===== src/calts_pkg.sv =====
package calts_pkg;

  // Widths of the calendar fields and of the results.
  localparam int YEAR_W  = 7;
  localparam int MONTH_W = 4;
  localparam int DAY_W   = 5;
  localparam int HOURS_W = 5;
  localparam int MIN_W   = 6;
  localparam int SECS_W  = 6;
  localparam int SUB_W   = 10;
  localparam int SEC_W   = 32;
  localparam int TS_W    = 42;
  localparam int MS_W    = 10;
  localparam int HMS_W   = 17;

  // Default and largest number of sub-second bits.
  localparam int SUBSEC_BITS_DEF = 10;
  localparam int SUBSEC_BITS_MAX = 15;

  // Packed two-bit day corrections, one field per month.
  localparam logic [31:0] CORR_LEAP = 32'h0044_5550;
  localparam logic [31:0] CORR_NORM = 32'h0099_AAA0;

  localparam logic [10:0] DAYS_PER_4YR = 11'd1461;
  localparam logic [5:0]  DAYS_PER_2MO = 6'd61;
  localparam logic [16:0] SEC_PER_DAY  = 17'd86400;
  localparam logic [11:0] SEC_PER_HOUR = 12'd3600;
  localparam logic [5:0]  SEC_PER_MIN  = 6'd60;
  localparam logic [9:0]  MS_PER_SEC   = 10'd1000;

  // Beat leaving the day-count stage.
  typedef struct packed {
    logic [SEC_W-1:0] days;
    logic [HMS_W-1:0] hms;
  } days_beat_t;

  // Beat leaving the scaling stage.
  typedef struct packed {
    logic [SEC_W-1:0] seconds;
    logic [SEC_W-1:0] seconds_ms;
    logic [MS_W-1:0]  ms;
    logic [TS_W-1:0]  ts;
  } scale_beat_t;

endpackage


===== src/calendar_to_tick_timestamp_core.sv =====
// Converts one calendar reading (years since 2000, month, day, hours, minutes,
// seconds and the sub-second down-counter) into whole seconds since
// 2000-01-01 00:00:00, a tick timestamp with SUBSEC_BITS fraction bits, the
// milliseconds within the second and the total milliseconds modulo 2^32.
// The datapath is a four-stage pipeline of constant multipliers: day count,
// seconds, scaling, then the final millisecond sum. One reading is taken
// every cycle while results are drained; each stage holds its beat under
// back-pressure, so nothing is lost or repeated. Out-of-range fields wrap
// as plain binary arithmetic modulo 2^32.
module calendar_to_tick_timestamp_core #(
  parameter int SUBSEC_BITS = calts_pkg::SUBSEC_BITS_DEF
) (
  input  logic                          clk,
  input  logic                          rst,
  input  logic                          in_valid,
  output logic                          in_ready,
  input  logic [calts_pkg::YEAR_W-1:0]  year,
  input  logic [calts_pkg::MONTH_W-1:0] month,
  input  logic [calts_pkg::DAY_W-1:0]   day,
  input  logic [calts_pkg::HOURS_W-1:0] hours,
  input  logic [calts_pkg::MIN_W-1:0]   minutes,
  input  logic [calts_pkg::SECS_W-1:0]  secs,
  input  logic [calts_pkg::SUB_W-1:0]   subsecond_count,
  output logic                          out_valid,
  input  logic                          out_ready,
  output logic [calts_pkg::SEC_W-1:0]   elapsed_seconds,
  output logic [calts_pkg::TS_W-1:0]    tick_timestamp,
  output logic [calts_pkg::MS_W-1:0]    subsecond_ms,
  output logic [calts_pkg::SEC_W-1:0]   total_ms
);
  import calts_pkg::*;

  logic                   d_valid;
  logic                   d_ready;
  days_beat_t             d_beat;
  logic [SUBSEC_BITS-1:0] d_ticks;

  logic                   s_valid;
  logic                   s_ready;
  logic [SEC_W-1:0]       s_seconds;
  logic [SUBSEC_BITS-1:0] s_ticks;
  logic [SUBSEC_BITS+9:0] s_ms_prod;

  logic                   c_valid;
  logic                   c_ready;
  scale_beat_t            c_beat;

  // Stage one: day count, seconds within the day and elapsed ticks.
  calts_days #(
    .SUBSEC_BITS(SUBSEC_BITS)
  ) u_days (
    .clk             (clk),
    .rst             (rst),
    .in_valid        (in_valid),
    .in_ready        (in_ready),
    .year            (year),
    .month           (month),
    .day             (day),
    .hours           (hours),
    .minutes         (minutes),
    .secs            (secs),
    .subsecond_count (subsecond_count),
    .out_valid       (d_valid),
    .out_ready       (d_ready),
    .out_beat        (d_beat),
    .out_ticks       (d_ticks)
  );

  // Stage two: whole seconds and the scaled ticks.
  calts_secs #(
    .SUBSEC_BITS(SUBSEC_BITS)
  ) u_secs (
    .clk       (clk),
    .rst       (rst),
    .in_valid  (d_valid),
    .in_ready  (d_ready),
    .in_beat   (d_beat),
    .in_ticks  (d_ticks),
    .out_valid (s_valid),
    .out_ready (s_ready),
    .seconds   (s_seconds),
    .ticks     (s_ticks),
    .ms_prod   (s_ms_prod)
  );

  // Stage three: timestamp, milliseconds and seconds in milliseconds.
  calts_scale #(
    .SUBSEC_BITS(SUBSEC_BITS)
  ) u_scale (
    .clk       (clk),
    .rst       (rst),
    .in_valid  (s_valid),
    .in_ready  (s_ready),
    .seconds   (s_seconds),
    .ticks     (s_ticks),
    .ms_prod   (s_ms_prod),
    .out_valid (c_valid),
    .out_ready (c_ready),
    .out_beat  (c_beat)
  );

  // Stage four: total milliseconds and the output register.
  calts_out u_out (
    .clk             (clk),
    .rst             (rst),
    .in_valid        (c_valid),
    .in_ready        (c_ready),
    .in_beat         (c_beat),
    .out_valid       (out_valid),
    .out_ready       (out_ready),
    .elapsed_seconds (elapsed_seconds),
    .tick_timestamp  (tick_timestamp),
    .subsecond_ms    (subsecond_ms),
    .total_ms        (total_ms)
  );

endmodule


===== src/calts_days.sv =====
module calts_days #(
  parameter int SUBSEC_BITS = calts_pkg::SUBSEC_BITS_DEF
) (
  input  logic                           clk,
  input  logic                           rst,
  input  logic                           in_valid,
  output logic                           in_ready,
  input  logic [calts_pkg::YEAR_W-1:0]   year,
  input  logic [calts_pkg::MONTH_W-1:0]  month,
  input  logic [calts_pkg::DAY_W-1:0]    day,
  input  logic [calts_pkg::HOURS_W-1:0]  hours,
  input  logic [calts_pkg::MIN_W-1:0]    minutes,
  input  logic [calts_pkg::SECS_W-1:0]   secs,
  input  logic [calts_pkg::SUB_W-1:0]    subsecond_count,
  output logic                           out_valid,
  input  logic                           out_ready,
  output calts_pkg::days_beat_t          out_beat,
  output logic [SUBSEC_BITS-1:0]         out_ticks
);
  import calts_pkg::*;

  localparam int EXT_W = (SUBSEC_BITS > SUB_W) ? SUBSEC_BITS : SUB_W;

  logic [MONTH_W-1:0] mi;
  logic [31:0]        corr_word;
  logic [1:0]         corr;
  logic [17:0]        year_term;
  logic [9:0]         month_term;
  logic [11:0]        min_secs;
  logic [HMS_W-1:0]   hour_secs;
  logic [EXT_W-1:0]   sub_ext;
  days_beat_t         beat_next;
  logic [SUBSEC_BITS-1:0] ticks_next;

  // Day count since the epoch, with the month offset and its leap correction.
  always_comb begin
    mi         = month - MONTH_W'(1);
    corr_word  = (year[1:0] == 2'b00) ? CORR_LEAP : CORR_NORM;
    corr       = 2'(corr_word >> {mi, 1'b0});
    year_term  = 18'((18'(year) * 18'(DAYS_PER_4YR) + 18'd3) >> 2);
    month_term = 10'((10'(mi) * 10'(DAYS_PER_2MO) + 10'd1) >> 1);
    beat_next.days = SEC_W'(year_term) + SEC_W'(month_term) - SEC_W'(corr)
                     + SEC_W'(day) - SEC_W'(1);
  end

  // Seconds within the day, and ticks gone since the start of the second.
  always_comb begin
    min_secs  = 12'(minutes) * 12'(SEC_PER_MIN);
    hour_secs = HMS_W'(hours) * HMS_W'(SEC_PER_HOUR);
    beat_next.hms = HMS_W'(secs) + HMS_W'(min_secs) + hour_secs;
    sub_ext    = EXT_W'(subsecond_count);
    ticks_next = ~sub_ext[SUBSEC_BITS-1:0];
  end

  assign in_ready = !out_valid || out_ready;

  always_ff @(posedge clk) begin
    if (rst) begin
      out_valid <= 1'b0;
    end else if (in_ready) begin
      out_valid <= in_valid;
    end
  end

  always_ff @(posedge clk) begin
    if (in_ready && in_valid) begin
      out_beat  <= beat_next;
      out_ticks <= ticks_next;
    end
  end

endmodule


===== src/calts_secs.sv =====
module calts_secs #(
  parameter int SUBSEC_BITS = calts_pkg::SUBSEC_BITS_DEF
) (
  input  logic                              clk,
  input  logic                              rst,
  input  logic                              in_valid,
  output logic                              in_ready,
  input  calts_pkg::days_beat_t             in_beat,
  input  logic [SUBSEC_BITS-1:0]            in_ticks,
  output logic                              out_valid,
  input  logic                              out_ready,
  output logic [calts_pkg::SEC_W-1:0]       seconds,
  output logic [SUBSEC_BITS-1:0]            ticks,
  output logic [SUBSEC_BITS+9:0]            ms_prod
);
  import calts_pkg::*;

  logic [SEC_W-1:0]         seconds_next;
  logic [SUBSEC_BITS+9:0]   ms_prod_next;

  // Whole seconds modulo 2^32, and the ticks scaled to thousandths.
  always_comb begin
    seconds_next = SEC_W'(in_beat.days * SEC_W'(SEC_PER_DAY)) + SEC_W'(in_beat.hms);
    ms_prod_next = (SUBSEC_BITS + 10)'(in_ticks) * (SUBSEC_BITS + 10)'(MS_PER_SEC);
  end

  assign in_ready = !out_valid || out_ready;

  always_ff @(posedge clk) begin
    if (rst) begin
      out_valid <= 1'b0;
    end else if (in_ready) begin
      out_valid <= in_valid;
    end
  end

  always_ff @(posedge clk) begin
    if (in_ready && in_valid) begin
      seconds <= seconds_next;
      ticks   <= in_ticks;
      ms_prod <= ms_prod_next;
    end
  end

endmodule


===== src/calts_scale.sv =====
module calts_scale #(
  parameter int SUBSEC_BITS = calts_pkg::SUBSEC_BITS_DEF
) (
  input  logic                          clk,
  input  logic                          rst,
  input  logic                          in_valid,
  output logic                          in_ready,
  input  logic [calts_pkg::SEC_W-1:0]   seconds,
  input  logic [SUBSEC_BITS-1:0]        ticks,
  input  logic [SUBSEC_BITS+9:0]        ms_prod,
  output logic                          out_valid,
  input  logic                          out_ready,
  output calts_pkg::scale_beat_t        out_beat
);
  import calts_pkg::*;

  localparam int CAT_W = SEC_W + SUBSEC_BITS;

  logic [CAT_W-1:0] cat;
  scale_beat_t      beat_next;

  // Tick timestamp is the seconds with the ticks below them; milliseconds
  // drop the sub-second fraction bits.
  always_comb begin
    cat                  = {seconds, ticks};
    beat_next.seconds    = seconds;
    beat_next.seconds_ms = SEC_W'(seconds * SEC_W'(MS_PER_SEC));
    beat_next.ms         = MS_W'(ms_prod >> SUBSEC_BITS);
    beat_next.ts         = TS_W'(cat);
  end

  assign in_ready = !out_valid || out_ready;

  always_ff @(posedge clk) begin
    if (rst) begin
      out_valid <= 1'b0;
    end else if (in_ready) begin
      out_valid <= in_valid;
    end
  end

  always_ff @(posedge clk) begin
    if (in_ready && in_valid) begin
      out_beat <= beat_next;
    end
  end

endmodule


===== src/calts_out.sv =====
module calts_out (
  input  logic                          clk,
  input  logic                          rst,
  input  logic                          in_valid,
  output logic                          in_ready,
  input  calts_pkg::scale_beat_t        in_beat,
  output logic                          out_valid,
  input  logic                          out_ready,
  output logic [calts_pkg::SEC_W-1:0]   elapsed_seconds,
  output logic [calts_pkg::TS_W-1:0]    tick_timestamp,
  output logic [calts_pkg::MS_W-1:0]    subsecond_ms,
  output logic [calts_pkg::SEC_W-1:0]   total_ms
);
  import calts_pkg::*;

  logic [SEC_W-1:0] total_next;

  // Total milliseconds, wrapping modulo 2^32.
  assign total_next = in_beat.seconds_ms + SEC_W'(in_beat.ms);

  assign in_ready = !out_valid || out_ready;

  always_ff @(posedge clk) begin
    if (rst) begin
      out_valid <= 1'b0;
    end else if (in_ready) begin
      out_valid <= in_valid;
    end
  end

  // Output register holds the result beat until it is taken.
  always_ff @(posedge clk) begin
    if (in_ready && in_valid) begin
      elapsed_seconds <= in_beat.seconds;
      tick_timestamp  <= in_beat.ts;
      subsecond_ms    <= in_beat.ms;
      total_ms        <= total_next;
    end
  end

endmodule

===== config.mk =====
export PLATFORM = sky130hd
export DESIGN_NAME = calendar_to_tick_timestamp_core
export DESIGN_NICKNAME = d
export VERILOG_FILES = /design/src/calts_pkg.sv /design/src/calendar_to_tick_timestamp_core.sv /design/src/calts_days.sv /design/src/calts_secs.sv /design/src/calts_scale.sv /design/src/calts_out.sv
export SDC_FILE = /design/constraint.sdc
export NUM_CORES = 1
export LEC_CHECK = 0
export BUFFER_PORTS_ARGS = -buffer_cell sky130_fd_sc_hd__buf_2
export CORE_AREA = 2 2 210 212
export CTS_BUF_LIST = sky130_fd_sc_hd__clkbuf_4
export CTS_CLUSTER_DIAMETER = 60
export CTS_CLUSTER_SIZE = 30
export DETAILED_ROUTE_END_ITERATION = 8
export DIE_AREA = 0 0 212 214
export PLACE_DENSITY = 0.72
export SLEW_MARGIN = 5
export SYNTH_ARGS = -nofsm -noshare
export SYNTH_HDL_FRONTEND = slang
export SYNTH_SLANG_ARGS = --single-unit

===== constraint.sdc =====
create_clock -name clk -period 7.5 [get_ports clk]
set_clock_uncertainty 0.15 [all_clocks]
set_input_delay 1.125 -clock clk [delete_from_list [all_inputs] [get_ports clk]]
set_output_delay 1.125 -clock clk [all_outputs]
set_load 0.05 [all_outputs]

# == Yosys cells after proc, flatten, opt, wreduce, memory -nomap -nowiden ==
# Index checks and enable logic that the tools add are counted.
# totals
word_cells,52
input_bits,47
register_bits,351
# op_classes
mux,1
reduce_logical,13
shifts,1
addsub,11
n_mul,7
bitwise_logic,1
# ops
op,count
$add 32x10->32,1
$add 32x17->32,1
$add 32x5->32,1
$mul 32x10->25 const B,1
$mul 32x7->29 const B,1
$shr 32x5->2,1
$sub 32x1->32 const B,1
$sub 32x2->32,1
$mux 24,1
$add 18x2->18 const B,1
$mul 7x11->18 const B,1
$add 16x9->17,1
$add 17x17->17,1
$mul 10x7->17 const B,1
$add 6x12->13,1
$mul 5x8->13 const B,1
$add 10x1->10 const B,1
$mul 4x6->10 const B,1
$mul 6x4->10 const B,1
$not 10->10,1
$logic_and 1x1->1,4
$logic_not 1->1,4
$logic_or 1x1->1,4
$sub 4x1->4 const B,1
$logic_not 2->1,1

# == Depth between registers and ports, before layout ==
# depth
word_depth,7
mapped_depth,29

# == By module ==
# From an unflattened synthesis, not the netlist that was laid out.
# unflattened
hier_cells,2202
hier_area_um2,25281.7
# by_module_without_submodules
module,instances,cells_per_inst,area_each_um2
calts_days,1,772,7275.7
calts_secs,1,628,6914.1
calts_scale,1,566,6727.7
calts_out,1,236,4364.2

# == Worst setup path after synthesis ==
# Ideal clock, no wire load.
# synth_timing
path_kind,input -> register
startpoint,input out_ready
endpoint,register u_scale.out_beat[0] in the netlist's numbering (enable)
arrival_ps,6943
stages,2
n_path_buf,0
path_slack_ps,-230
path_cell_list,nor2b_1 a21boi_0
# synth_between
elab_chain_cells,3
# synth_rtl
element,line,text
start: declaration,calendar_to_tick_timestamp_core.sv:25,"input logic out_ready,"
$logic_or 1x1->1,calts_out.sv:21,assign in_ready = !out_valid || out_ready;
$logic_or 1x1->1,calts_scale.sv:32,assign in_ready = !out_valid || out_ready;
$logic_and 1x1->1,calts_scale.sv:43,if (in_ready && in_valid) begin
end signal: assignment,calts_scale.sv:44,out_beat <= beat_next;
end: declaration,calts_scale.sv:13,output calts_pkg::scale_beat_t out_beat
# Every way passes these cells.
# A chain may end at the register's enable or synchronous reset.

==> results.json <==
{
  "grt_pass1_wl_mm": 65.2,
  "drc": 0,
  "std_cell_rows": 76,
  "clk_latency_ps": 780,
  "clk_pin_slew_worst_paths_ps": 230,
  "area_growth_pct": 8.35,
  "synthMuxAreaShare": 0.00139,
  "fmax_mhz": 145,
  "via_per_inst": 5.02,
  "finalInstanceArea_sq_um": 24400,
  "cts-resized-gates": 0,
  "final_net_count": 2634,
  "ios": 165,
  "finalHoldViolations": 0,
  "synth.distinct_cells": 65,
  "grtUsageTotal": 0.173,
  "relSlewSlack": 0.347,
  "hold_buffers": 0,
  "synth_compound_area_frac": 0.0828,
  "maxSlewViolCount": 0,
  "die_w_microns": 212,
  "synth_simple_gate_area_frac": 0.0600,
  "drv_cap": 0,
  "grt_max_degree": 80,
  "postPlaceCellArea_sq_um": 24000,
  "cts_buffers": 20,
  "htreeDepth": 1,
  "cp_max_fo": 6,
  "holdWs_ps": 279,
  "drtIter0Drc": 404,
  "start_kind": "input port",
  "async_flop_share": 0,
  "final_common_cell": "inv_1",
  "arrival_ps": 7350,
  "syn_nets": 2469,
  "place_congestion": 0.873,
  "vias": 13400,
  "setup-violations-final": 0,
  "critPathKind": "input port to flip-flop",
  "post-route-min-period_ps": 6920,
  "rsz0062_at_grt": "no",
  "synth_warnings": 0,
  "core_area_sq_um": 42900,
  "initial_core_util": 0.525,
  "synth_flop_cell": "edfxtp_1",
  "cp.required_ps": 7930,
  "drive_gt1_frac": 0.113,
  "post-route-period-util": 0.923,
  "antenna_found_initial": 5,
  "finalWirelength_mm": 37.4,
  "synthAdderAreaFrac": 0.357,
  "post_cts_buffers": 0,
  "die_y_microns": 214,
  "root_buffer": "clkbuf_4",
  "worst_pin_slew_ps": 980,
  "portBuffers": 164,
  "outcome": "finished, final reports clean",
  "tns_ps": 0,
  "clockBufferDepth": 3,
  "cts_tree": "built",
  "worst_setup_path_end_kind": "flip-flop",
  "synthCells": 1905,
  "synth_xor_area_frac": 0.0776,
  "avgSynthCellArea_sq_um": 11.8,
  "syn-cell-area_sq_um": 22500,
  "hpwlAfterDp_mm": 31.3,
  "first_global_vias": 14000,
  "synth_seq_cells": 268,
  "synth_edf_count": 264,
  "dr.pass1.iters": 7,
  "synth_top_family_by_area": "adder cells",
  "cts.sinks": 268,
  "ant_nets": 0,
  "synth-seq-area-share": 0.355,
  "hold_path.class": "flip-flop to flip-flop",
  "grt_overflow": 0,
  "wire_per_inst_microns": 14.0,
  "final_cell_mix": "inv_1 (323), ha_1 (307), edfxtp_1 (264)",
  "die-area_sq_um": 45400
}
cell type report:
cell class | count | area (sq um)
Inverter | 323 | 1210
Timing Repair Buffer | 178 | 926
Fill cell | 3504 | 18500
Clock inverter | 13 | 262
Sequential cell | 268 | 8010
Multi-Input combinational cell | 1279 | 13100
Tap cell | 585 | 732
Antenna cell | 6 | 15.0
Clock buffer | 23 | 173
cells by family after synthesis:
group,Yosys count
adders and majority gates,517
buffers and inverters,358
AOI/OAI and AO/OA,288
and+or+nand+nor,273
DFF,268
xor gates and xnor gates,198
muxes,3
metal layers:
layer	track usage	wire length, microns	vias to the layer above
met2	0.314	19000	141
met5	0	13	-
met3	0.0155	882	45
li1	-	-	6764
met1	0.224	16900	6472
met4	0.0362	586	2
synth_stat cells, types with 22 or more instances:
cell type | count | area, sq um
inv_1 | 323 | 1210
ha_1 | 307 | 3840
edfxtp_1 | 264 | 7930
fa_1 | 210 | 4200
xnor2_1 | 138 | 1210
a21oi_1 | 91 | 455
nor2_1 | 76 | 285
xor2_1 | 58 | 508
nand2_1 | 56 | 210
a21o_1 | 53 | 398
o21ai_0 | 49 | 245
buf_4 | 35 | 263
nand3_1 | 28 | 140
o21bai_1 | 24 | 180
nor3_1 | 22 | 110
worst paths after layout:
check                  startpoint                       end  slack [ps]  cells after the start
min reg2reg  u_scale.out_beat[25]  u_out.tick_timestamp[25]         280                      0
max reg2reg   u_days.out_beat[18]        u_secs.seconds[31]        1430                     19
min          u_scale.out_beat[25]  u_out.tick_timestamp[25]         280                      0
max                       year[2]       u_days.out_beat[34]         580                     28
through the flow:
stage,std cells,util,setup slack [ps]
detailed placement,2633,0.559,-90.1
global route,2672,0.569,258
floorplan,1905,-,139
finish,2675,0.569,580
global placement,2633,0.559,111
CTS,2669,0.569,677
critical path, cell delays in order:
cell and delay (ps):
buf_2 130, ha_1 330, inv_1 70, fa_1 470, inv_1 50, fa_1 530, fa_1 420, ha_1 380
nand4_1 100, a21oi_1 210, nor2_1 100, xnor2_1 140, ha_1 230, nor4_1 290, o21ai_0 170, nand2_1 110
xnor2_1 140, inv_1 70, ha_1 300, or3_1 330, o21ai_0 120, a21o_1 170, a21boi_1 90, o221ai_1 210
a211oi_1 120, o41a_1 400, or4_4 450, nand4_1 90
sequential cells by signal, summed over array words and instances, names as in the netlist:
signal / flops
u_days.out_beat: 42
u_days.out_ticks: 10
u_days.out_valid: 1
u_out.out_valid: 1
u_out.subsecond_ms: 7
u_out.tick_timestamp: 42
u_out.total_ms: 32
u_scale.out_beat: 79
u_scale.out_valid: 1
u_secs.ms_prod: 10
u_secs.out_valid: 1
u_secs.seconds: 32
u_secs.ticks: 10
Power is not shown: default switching activity piles up to over one toggle a cycle in this logic, so the estimate is an artifact.
